<file path="config.mk">
export PLATFORM = sky130hd
export DESIGN_NAME = ordered_list_store_unit
export DESIGN_NICKNAME = d
export VERILOG_FILES = /design/src/rtl/core/ols_pkg.sv /design/src/rtl/core/ols_entry_ram.sv /design/src/rtl/core/ordered_list_store_unit.sv
export SDC_FILE = /design/constraint.sdc
export NUM_CORES = 1
export LEC_CHECK = 0
export ABC_AREA = 1
export ABC_CLOCK_PERIOD_IN_PS = 4800
export BUFFER_PORTS_ARGS = -buffer_cell sky130_fd_sc_hd__buf_2
export CAP_MARGIN = 20
export CELL_PAD_IN_SITES_DETAIL_PLACEMENT = 0
export CELL_PAD_IN_SITES_GLOBAL_PLACEMENT = 2
export CORE_MARGIN = 2
export CORE_UTILIZATION = 43
export CTS_CLUSTER_SIZE = 25
export DETAILED_ROUTE_END_ITERATION = 8
export GPL_TIMING_DRIVEN = 0
export PLACE_DENSITY_LB_ADDON = 0.05
export SLEW_MARGIN = 10
export SYNTH_ARGS = -nofsm -noshare
export SYNTH_HDL_FRONTEND = slang
export SYNTH_SLANG_ARGS = --single-unit
export TNS_END_PERCENT = 30
</file>
<file path="constraint.sdc">
create_clock -name clk -period 4.8 [get_ports clk]
set_input_delay 0.96 -clock clk [delete_from_list [all_inputs] [get_ports clk]]
set_output_delay 0.96 -clock clk [all_outputs]
set_load 0.05 [all_outputs]
</file>
<file path="src/rtl/core/ols_pkg.sv">
// Shared types and constants for the ordered list store.
package ols_pkg;

  localparam int OLS_CAPACITY = 16;
  localparam int OLS_DATA_W   = 32;

  // Command codes carried in the cmd field of a request.
  typedef enum logic [2:0] {
    CMD_INS_TAIL = 3'd0,
    CMD_INS_HEAD = 3'd1,
    CMD_RM_HEAD  = 3'd2,
    CMD_RM_TAIL  = 3'd3,
    CMD_RM_AT    = 3'd4,
    CMD_SEARCH   = 3'd5
  } ols_cmd_t;

  typedef struct packed {
    logic [2:0]                   cmd;
    logic signed [OLS_DATA_W-1:0] value;
    logic [4:0]                   position;
  } ols_req_t;

  typedef struct packed {
    logic       ok;
    logic [4:0] found_position;
    logic [4:0] count;
  } ols_rsp_t;

endpackage

</file>
<file path="src/rtl/core/ols_entry_ram.sv">
// Entry storage: one write port and one read port with registered read data.
module ols_entry_ram #(
  parameter int  DEPTH  = 16,
  parameter int  DATA_W = 32,
  localparam int AW     = $clog2(DEPTH)
) (
  input  logic              clk,
  input  logic              we,
  input  logic [AW-1:0]     waddr,
  input  logic [DATA_W-1:0] wdata,
  input  logic              re,
  input  logic [AW-1:0]     raddr,
  output logic [DATA_W-1:0] rdata
);

  logic [DATA_W-1:0] mem [DEPTH];

  always_ff @(posedge clk) begin
    if (we) begin
      mem[waddr] <= wdata;
    end
    if (re) begin
      rdata <= mem[raddr];
    end
  end

endmodule

</file>
<file path="src/rtl/core/ordered_list_store_unit.sv">
// Top level of the ordered list store: command sequencer around the entry memory.
// Insert tail, remove tail, insert head on an empty list, remove head or at a position when no
// entry moves, an unknown command and any request refused for a full or empty list or a bad
// position answer in the cycle after acceptance. Else insert head shifts every entry up, a remove
// shifts later entries down, a search compares from the head to a match or the tail, one entry
// moved or compared per cycle. busy falls as the strobe shows, so the next request is taken
// then; the receiver cannot stall. Reset clears the count; entries stay undefined.
module ordered_list_store_unit #(
  parameter int CAPACITY = ols_pkg::OLS_CAPACITY
) (
  input  logic             clk,
  input  logic             rst_n,
  input  logic             start,
  output logic             busy,
  input  ols_pkg::ols_req_t in_req,
  output logic             out_strobe,
  output ols_pkg::ols_rsp_t out_rsp
);

  import ols_pkg::*;

  // Index width covers the entries; count width must also hold CAPACITY itself.
  localparam int IW = $clog2(CAPACITY);
  localparam int CW = $clog2(CAPACITY + 1);
  // Widths used to line up the 5-bit position field and results with the count.
  localparam int PW = (CW > 5) ? CW : 5;
  localparam int FW = (IW + 1 > 5) ? IW + 1 : 5;

  typedef enum logic [2:0] {
    ST_IDLE,
    ST_UP,
    ST_UP_TAIL,
    ST_HEAD_WR,
    ST_DOWN,
    ST_DRAIN,
    ST_SCAN,
    ST_SCAN_END
  } state_t;

  state_t                state_r, state_nxt;
  logic [CW-1:0]         count_r, count_nxt;
  logic [IW-1:0]         idx_r, idx_nxt;
  logic [OLS_DATA_W-1:0] val_r, val_nxt;
  // A shift moves an entry in two steps: read in one cycle, write the next.
  logic                  wpend_r, wpend_nxt;
  logic [IW-1:0]         waddr_r, waddr_nxt;
  // A search compares the entry read in the previous cycle.
  logic                  cpend_r, cpend_nxt;
  logic [IW-1:0]         cidx_r, cidx_nxt;
  logic                  ostb_r, ostb_nxt;
  ols_rsp_t              orsp_r, orsp_nxt;

  logic                  mem_we;
  logic [IW-1:0]         mem_waddr;
  logic [OLS_DATA_W-1:0] mem_wdata;
  logic                  mem_re;
  logic [IW-1:0]         mem_raddr;
  logic [OLS_DATA_W-1:0] mem_rdata;

  logic                  full;
  logic                  empty;
  logic                  hit;
  logic                  last_down;
  logic [PW-1:0]         pos_ext;
  logic [PW-1:0]         cnt_ext;
  logic [FW-1:0]         found_ext;

  ols_entry_ram #(
    .DEPTH  (CAPACITY),
    .DATA_W (OLS_DATA_W)
  ) u_ram (
    .clk   (clk),
    .we    (mem_we),
    .waddr (mem_waddr),
    .wdata (mem_wdata),
    .re    (mem_re),
    .raddr (mem_raddr),
    .rdata (mem_rdata)
  );

  function automatic logic [4:0] cnt5(input logic [CW-1:0] c);
    logic [PW-1:0] e;
    e = PW'(c);
    return e[4:0];
  endfunction

  assign full      = (count_r == CW'(CAPACITY));
  assign empty     = (count_r == '0);
  assign hit       = cpend_r && (mem_rdata == val_r);
  assign last_down = (CW'(idx_r) == count_r - CW'(1));
  assign pos_ext   = PW'(in_req.position);
  assign cnt_ext   = PW'(count_r);
  assign found_ext = FW'(cidx_r) + FW'(1);

  always_comb begin
    state_nxt = state_r;
    count_nxt = count_r;
    idx_nxt   = idx_r;
    val_nxt   = val_r;
    wpend_nxt = 1'b0;
    waddr_nxt = waddr_r;
    cpend_nxt = 1'b0;
    cidx_nxt  = cidx_r;
    ostb_nxt  = 1'b0;
    orsp_nxt  = orsp_r;
    mem_we    = 1'b0;
    mem_waddr = waddr_r;
    mem_wdata = mem_rdata;
    mem_re    = 1'b0;
    mem_raddr = idx_r;

    unique case (state_r)
      ST_IDLE: begin
        if (start) begin
          val_nxt = in_req.value;
          // Default answer is a failure that leaves the store as it is.
          ostb_nxt                = 1'b1;
          orsp_nxt.ok             = 1'b0;
          orsp_nxt.found_position = '0;
          orsp_nxt.count          = cnt5(count_r);
          case (in_req.cmd)
            CMD_INS_TAIL: begin
              if (!full) begin
                mem_we         = 1'b1;
                mem_waddr      = count_r[IW-1:0];
                mem_wdata      = in_req.value;
                count_nxt      = count_r + CW'(1);
                orsp_nxt.ok    = 1'b1;
                orsp_nxt.count = cnt5(count_nxt);
              end
            end
            CMD_INS_HEAD: begin
              if (empty) begin
                mem_we         = 1'b1;
                mem_waddr      = '0;
                mem_wdata      = in_req.value;
                count_nxt      = CW'(1);
                orsp_nxt.ok    = 1'b1;
                orsp_nxt.count = cnt5(count_nxt);
              end else if (!full) begin
                // Move every entry up by one, starting from the tail.
                ostb_nxt  = 1'b0;
                idx_nxt   = IW'(count_r - CW'(1));
                state_nxt = ST_UP;
              end
            end
            CMD_RM_HEAD: begin
              if (count_r == CW'(1)) begin
                count_nxt      = '0;
                orsp_nxt.ok    = 1'b1;
                orsp_nxt.count = cnt5(count_nxt);
              end else if (!empty) begin
                ostb_nxt  = 1'b0;
                idx_nxt   = IW'(1);
                state_nxt = ST_DOWN;
              end
            end
            CMD_RM_TAIL: begin
              if (!empty) begin
                count_nxt      = count_r - CW'(1);
                orsp_nxt.ok    = 1'b1;
                orsp_nxt.count = cnt5(count_nxt);
              end
            end
            CMD_RM_AT: begin
              if (pos_ext == cnt_ext && !empty) begin
                // Removing the last entry needs no move.
                count_nxt      = count_r - CW'(1);
                orsp_nxt.ok    = 1'b1;
                orsp_nxt.count = cnt5(count_nxt);
              end else if (pos_ext != '0 && pos_ext < cnt_ext) begin
                // Entries after the removed one each move down by one.
                ostb_nxt  = 1'b0;
                idx_nxt   = IW'(pos_ext);
                state_nxt = ST_DOWN;
              end
            end
            CMD_SEARCH: begin
              if (!empty) begin
                ostb_nxt  = 1'b0;
                idx_nxt   = '0;
                state_nxt = ST_SCAN;
              end
            end
            default: begin
            end
          endcase
        end
      end

      ST_UP: begin
        mem_re    = 1'b1;
        mem_we    = wpend_r;
        wpend_nxt = 1'b1;
        waddr_nxt = idx_r + IW'(1);
        if (idx_r == '0) begin
          state_nxt = ST_UP_TAIL;
        end else begin
          idx_nxt = idx_r - IW'(1);
        end
      end

      ST_UP_TAIL: begin
        mem_we    = 1'b1;
        state_nxt = ST_HEAD_WR;
      end

      ST_HEAD_WR: begin
        mem_we                  = 1'b1;
        mem_waddr               = '0;
        mem_wdata               = val_r;
        count_nxt               = count_r + CW'(1);
        ostb_nxt                = 1'b1;
        orsp_nxt.ok             = 1'b1;
        orsp_nxt.found_position = '0;
        orsp_nxt.count          = cnt5(count_nxt);
        state_nxt               = ST_IDLE;
      end

      ST_DOWN: begin
        mem_re    = 1'b1;
        mem_we    = wpend_r;
        wpend_nxt = 1'b1;
        waddr_nxt = idx_r - IW'(1);
        if (last_down) begin
          state_nxt = ST_DRAIN;
        end else begin
          idx_nxt = idx_r + IW'(1);
        end
      end

      ST_DRAIN: begin
        mem_we                  = 1'b1;
        count_nxt               = count_r - CW'(1);
        ostb_nxt                = 1'b1;
        orsp_nxt.ok             = 1'b1;
        orsp_nxt.found_position = '0;
        orsp_nxt.count          = cnt5(count_nxt);
        state_nxt               = ST_IDLE;
      end

      ST_SCAN: begin
        if (hit) begin
          ostb_nxt                = 1'b1;
          orsp_nxt.ok             = 1'b1;
          orsp_nxt.found_position = found_ext[4:0];
          orsp_nxt.count          = cnt5(count_r);
          state_nxt               = ST_IDLE;
        end else begin
          mem_re    = 1'b1;
          cpend_nxt = 1'b1;
          cidx_nxt  = idx_r;
          if (last_down) begin
            state_nxt = ST_SCAN_END;
          end else begin
            idx_nxt = idx_r + IW'(1);
          end
        end
      end

      ST_SCAN_END: begin
        ostb_nxt                = 1'b1;
        orsp_nxt.ok             = hit;
        orsp_nxt.found_position = hit ? found_ext[4:0] : 5'd0;
        orsp_nxt.count          = cnt5(count_r);
        state_nxt               = ST_IDLE;
      end

      default: begin
        state_nxt = ST_IDLE;
      end
    endcase
  end

  always_ff @(posedge clk) begin
    if (!rst_n) begin
      state_r <= ST_IDLE;
      count_r <= '0;
      wpend_r <= 1'b0;
      cpend_r <= 1'b0;
      ostb_r  <= 1'b0;
    end else begin
      state_r <= state_nxt;
      count_r <= count_nxt;
      wpend_r <= wpend_nxt;
      cpend_r <= cpend_nxt;
      ostb_r  <= ostb_nxt;
      idx_r   <= idx_nxt;
      val_r   <= val_nxt;
      waddr_r <= waddr_nxt;
      cidx_r  <= cidx_nxt;
      orsp_r  <= orsp_nxt;
    end
  end

  assign busy       = (state_r != ST_IDLE);
  assign out_strobe = ostb_r;
  assign out_rsp    = orsp_r;

endmodule

</file>
==> results_dict.tcl, run 1 <==
set metrics [dict create \
    synth_area_leader_cell "edfxtp_1" \
    io_buffers 55 \
    drv_slew 0 \
    cts_setup_buffers 0 \
    rsz0062_at_grt "false" \
    worstMarginPinSlew_ps 963 \
    postCtsResizedCells 0 \
    first_global_vias 17644 \
    p_leak_uw 0.0103 \
    route.detailed.drc 0 \
    wire_per_inst_um 26.6 \
    crit_type "reg -> reg" \
    cap_violations 0 \
    ys_ff_latch 610 \
    cts_tree "done" \
    syn_area_um2 25900 \
    irDropWorstVdd_mv 0.384 \
    synthTopCellsByArea "edfxtp_1 (69%), o21ai_0 (7.1%), nor2_1 (5.5%), o22ai_1 (4.4%), nand2_1 (3.4%)" \
    nFillCells 5211 \
    setup_ws_ps 414 \
    yosysWarnings 0 \
    hold_viol 0 \
    cp_max_fo 18 \
    fin_crit_sh 0.914 \
    cp.required_ps 5120 \
    dr_total_vias 18508 \
    gr-usage-all-layers 0.273 \
    grt_max_degree 24 \
    crit_arrival_ps 4700 \
    layout.nets 2439 \
    start_util 0.437 \
    dieArea_um2 62200 \
    overflow 0 \
    finalClockSkew_ps 38.2 \
    core_um2 59200 \
    drive_above_1_share 0.110 \
    slew_headroom 0.358 \
    hpwl_um 60300 \
    layoutNonFillerInstCount 3211 \
    place_congestion 0.934 \
    cts.htree.levels 3 \
    synth_cells 2216 \
    clk_pin_slew_worst_paths_ps 60 \
    hold_path_class "reg -> reg" \
    place_ws_ps 407 \
    area_growth_pct 16.5 \
    final.setup.tns_ps 0 \
    min_period_ps 4390 \
    io_pins 56 \
    ant_nets 0 \
    grt_first_pass_wirelength_um 123000 \
    first_pass_iters 5 \
    drt_iter0_drc 2252 \
    avgViaCountPerCell 5.76 \
    clkSinkCount 610 \
    status "finished clean" \
    rows 89 \
    cts_buffers 69 \
    ctsHoldBuffers 0 \
    clk_latency_ps 620 \
    grt_antenna_before_repair 5 \
    seq_area_um2 18200 \
    die_w_um 249 \
    crit_path_end_kind "flip-flop" \
    fmax_ghz 0.228 \
    crit_path_start_kind "flip-flop" \
    synth_top_area_frac 0.695 \
    synth_nets 2272 \
    die_height_um 249 \
    powerDensity_nw_per_um2 752 \
    drt_wl_total_um 85300 \
    p_total_uw 22700 \
    place_inst 3083 \
    post_synth.cell_area_avg_um2 11.7 \
    yosysSeqAreaShare 0.703 \
    cts_root_buffer "clkbuf_16" \
    setup_violations 0 \
    clockBufferDepth 3 \
    ys_types 44 \
    multi_input_area_um2 6950 \
]
==> layout by cell type, fill, tap and decap left out, drive strengths merged, types with 30 or more instances in the layout <==
| cell | count |
|---|---|
| o22ai | 181 |
| nor2 | 384 |
| clkbuf | 190 |
| inv | 116 |
| a21oi | 36 |
| nand2 | 240 |
| edfxtp | 599 |
| buf | 115 |
| clkinv | 37 |
| a41oi | 30 |
| o21ai | 373 |
==> power breakdown <==
| group | switching, µW | internal, µW | total, µW |
|---|---|---|---|
| clock | 2180 | 2950 | 5130 |
| combinational | 6760 | 2130 | 8880 |
| sequential | 283 | 8380 | 8670 |
==> flip-flops by register name, indices dropped and copies added (netlist names) <==
signal and cells:
cidx_r 4, out_rsp 11, cnt_ext 5, wpend_r 1, u_ram.rdata 32, state_r 3
val_r 32, u_ram.mem 512, out_strobe 1, cpend_r 1, waddr_r 4, idx_r 4
==> cell families after synthesis <==
logic type | count (synthesis) | synth area share
compound gates | 653 | 0.143
simple gates | 672 | 0.103
flops | 610 | 0.703
buf+inv | 245 | 0.0365
fa+ha+maj | 13 | 0.00628
xor+xnor | 23 | 0.00778
==> worst paths after layout <==
| kind | from | end | slack [ps] | cells after the start |
|---|---|---|---|---|
| setup / recovery | cnt_ext[0] | u_ram.mem[15][29] | 410 | 12 |
| hold / removal | idx_r[2] | cidx_r[2] | 500 | 0 |
| setup reg to reg | cnt_ext[0] | u_ram.mem[15][29] | 410 | 12 |
| hold reg to reg | idx_r[2] | cidx_r[2] | 500 | 0 |
==> final cells by class <==
type                    instances  share of cell area
plain buffers                 130              0.0170
well taps                     773              0.0321
clock buffers                  79              0.0588
repair buffers                 96              0.0302
flip-flops and latches        610               0.603
multi-input cells            1361               0.230
diodes                          3            0.000249
clock inverters                44              0.0136
inverters                     115              0.0143
==> synthesized netlist by cell type, drive strengths merged <==
library cell	instances
nand2	240
clkbuf	110
a31oi	3
nor3b	1
ha	13
o211ai	7
o221ai	4
nor2	384
xnor2	10
and2	1
xor2	13
and3	1
a22oi	12
nor3	4
buf	20
inv	113
nand3	28
o22ai	181
o21ai	373
a211oi	1
nand4	9
a21oi	36
a221oi	2
edfxtp	599
dfxtp	11
nand3b	2
or2	1
clkinv	2
a21boi	2
o2111ai	1
nor4b	1
o21a	1
a41oi	30
==> routing by layer <==
layer,wire length [µm],track usage
met1,38200,0.398
met4,2100,0.0745
met2,38400,0.426
met3,6490,0.0448
met5,41,0
==> per-stage QoR <==
step / instance area (µm²) / utilization / hold WS (ps)
after detailed placement: 28000 / 0.472 / 449
after global placement: 27100 / 0.458 / 444
final: 30200 / 0.509 / 505
after global routing: 30200 / 0.509 / 502
after floorplan: 25900 / - / 424
after CTS: 30100 / 0.509 / 486
==> worst max-delay path, cell delays in order (launching register included) <==
cell	delay, ps
dfxtp_1	560
clkinv_1	450
ha_1	380
nand3_1	190
nand2_1	230
o21ai_4	200
nand2_2	170
nor2_1	260
nor2_1	120
inv_2	100
nand3_1	340
nor2_4	800
buf_12	280
No activity file was read; power rests on OpenSTA's default activity.
==> inputs of run 2 (changes only) <==
Settings changed: ABC_AREA 1 to 0, CORE_UTILIZATION 43 to 45.
==> results_dict.tcl, run 2 <==
set metrics [dict create \
    status "finished clean" \
    pwr-share-clk 0.304 \
    finalInstanceArea_um2 29100 \
    final.setup.tns_ps 0 \
    clk_latency_ps 600 \
    place_area_um2 27000 \
    fin_crit_sh 0.946 \
    p_int_uw 11100 \
    dr_total_vias 13324 \
    synth_top_area_frac 0.723 \
    yosysWarnings 0 \
    synth_cells 1275 \
    synthTopCellsByArea "edfxtp_1 (72%), mux4_2 (14%), a221o_1 (1.3%), xor2_1 (1.2%), nor2_1 (1.1%)" \
    min_period_ps 4540 \
    synth_nets 1331 \
    use_met3 0.0403 \
    final_common_cell "edfxtp_1" \
    grt_first_pass_wirelength_um 97200 \
    largest_reg_flops 512 \
    cts_buffers 66 \
    first_pass_iters 5 \
    synthFlopType "edfxtp_1" \
    ys_ff_latch 610 \
    yosysSeqAreaShare 0.732 \
    area_growth_pct 17.0 \
    slew_headroom 0.271 \
    cp_top_family "buffers and inverters" \
    irDropWorstVdd_mv 0.355 \
    layout.nets 1499 \
    clk_pin_slew_worst_paths_ps 60 \
    die_height_um 239 \
    drt_iter0_drc 1278 \
    synth_edf_count 599 \
    post_synth.cell_area_avg_um2 19.5 \
    cpPeakStageDelay_ps 630 \
    finalClockSkew_ps 19.5 \
    drv_slew 0 \
    ant_nets 0 \
    setup_violations 0 \
    crit_chain "clkbuf_1, inv_1, ha_1, nor4bb_4, a2111o_1, o21a_1, buf_2, o21ai_0, nand3_1, nor2_4, buf_12, buf_16" \
    drive_above_1_share 0.264 \
    drt_wl_total_um 67800 \
    dieArea_um2 57200 \
    crit_start "cnt_ext[0]" \
    avgViaCountPerCell 6.09 \
    grt_antenna_before_repair 0 \
    seqPwrFrac 0.448 \
    wire_per_inst_um 31.0 \
    cp_max_fo 16 \
    crit_type "reg -> reg" \
    combPwrFrac 0.248 \
    worstMarginPinSlew_ps 1090 \
    sw_frac_of_total 0.300 \
    hold_path_class "reg -> reg" \
    fmax_ghz 0.220 \
    layout_common_cells "edfxtp_1 (599), mux4_2 (160), clkbuf_16 (70), clkbuf_1 (68), buf_2 (64)" \
    syn_area_um2 24900 \
    cts.htree.levels 3 \
    route.detailed.drc 0 \
    crit_path_start_kind "flip-flop" \
    gr-usage-all-layers 0.244 \
    hold_ws_ps 455 \
    cap_violations 0 \
    post-synth-top-count-cell "edfxtp_1" \
    met2_usage 0.392 \
    hpwl_um 45300 \
    reg2reg_slack_ps 260 \
    finish.utilization 0.531 \
    holdCritStartpoint "idx_r[2]" \
    io_buffers 53 \
    clockBufferDepth 3 \
    ctsHoldBuffers 0 \
    use_met1 0.351 \
    cp.required_ps 5100 \
    switchingPower_uw 4740 \
    critical-path-slowest-cell "dfxtp_1" \
    r2r-start "cnt_ext[0]" \
    ys_async_sr_fraction 0 \
    endpoint "u_ram.mem[4][12]" \
    ys_types 60 \
    crit_buf_inv 5 \
    synth_area_leader_cell "edfxtp_1" \
    start_util 0.453 \
    gr-max-usage-layer "met2" \
    crit_path_end_kind "flip-flop" \
    core_um2 54900 \
    grt_max_degree 33 \
    top_register "u_ram.mem" \
    powerDensity_nw_per_um2 543 \
    clkSinkCount 610 \
    hold_viol 0 \
    p_leak_uw 0.00928 \
    diodes 0 \
    overflow 0 \
    rows 86 \
    cts_root_buffer "clkbuf_16" \
    place_congestion 0.790 \
    reg_top3 "u_ram.mem (512), u_ram.rdata (32), val_r (32)" \
    worstRegToRegCells 12 \
    ys_top_cells_by_count "edfxtp_1 (599), mux4_2 (160), nor2_1 (76), clkbuf_1 (57), o21ai_0 (45)" \
    r2r_end "u_ram.mem[4][12]" \
    cts_tree "done" \
    cp.depth 12 \
    io_pins 56 \
    crit_arrival_ps 4840 \
    die_w_um 239 \
    first_global_vias 13480 \
]
run 2: cell count changes in the layout (fill, tap and decap cells not counted), moves of 14 or more:
cell | before | now
nor2_1 | 363 | 60
o21ai_0 | 337 | 44
nand2_1 | 234 | 28
o22ai_1 | 181 | 6
mux4_2 | 0 | 160
inv_1 | 106 | 19
clkbuf_1 | 119 | 68
a221o_1 | 0 | 32
a41oi_1 | 30 | 0
xor2_1 | 13 | 34
o21ai_2 | 20 | 0
nand3_1 | 28 | 14
o21ai_1 | 15 | 1
run 2: cells by family after synthesis:
kind of cell | Yosys count | synth area share
xor gates and xnor gates | 46 | 0.0162
DFF | 610 | 0.732
muxes | 161 | 0.145
buffers and inverters | 91 | 0.0142
adders and majority gates | 13 | 0.00654
and+or+nand+nor | 181 | 0.0355
AOI/OAI and AO/OA | 173 | 0.0507
run 2: timing repair:
action | in CTS | in global routing
endpoints found under the setup margin | 45 | 100
buffers inserted | 0 | 3
pin swaps | 0 | 4
gates resized for setup | 1 | 2
run 2: power by group through the flow:
stage                     clock network (µW)  logic (µW)  registers, µW
final                                   4800        3920           7080
after global routing                    5100        4220           7120
after CTS                               4910        3920           7080
after detailed placement                   0        3900           7190
after global placement                     0        3730           7200
after floorplan                            0        2400           7210
run 2: per-layer routing:
metal	wire length [µm]	vias to the layer above
li1	-	5645
met4	1230	0
met2	33000	416
met1	30000	7189
met5	0	-
met3	3590	74
run 2: worst min path at each step:
stage | end | slack (ps) | cells after the start
2_1_floorplan | cidx_r[2] | 420 | 0
3_3_place_gp | cidx_r[2] | 450 | 0
3_5_place_dp | cidx_r[2] | 450 | 0
4_1_cts | cidx_r[2] | 450 | 0
5_1_grt | cidx_r[2] | 470 | 0
6_report | cidx_r[2] | 460 | 0
run 2: metrics by stage:
stage | total power (µW) | worst slack, ps | instances
final | 15800 | 261 | 2189
after global placement | 10900 | -2810 | 2032
after floorplan | 9610 | 529 | 1275
after global routing | 16400 | -9.72 | 2189
after CTS | 15900 | 18.0 | 2183
after detailed placement | 11100 | -193 | 2073
run 2: worst reg2reg max path, stage by stage, from the launching register on:
cell	delay (ps)
dfxtp_1	630
clkbuf_1	410
inv_1	160
ha_1	250
nor4bb_4	200
a2111o_1	590
o21a_1	380
buf_2	270
o21ai_0	100
nand3_1	340
nor2_4	450
buf_12	260
buf_16	190
run 2: final cells by class:
class | count | area, µm²
Buffer | 71 | 279
Clock buffer | 84 | 1820
Clock inverter | 26 | 190
Fill cell | 4369 | 25700
Inverter | 20 | 75.1
Multi-Input combinational cell | 574 | 6480
Sequential cell | 610 | 18200
Tap cell | 704 | 881
Timing Repair Buffer | 100 | 1190
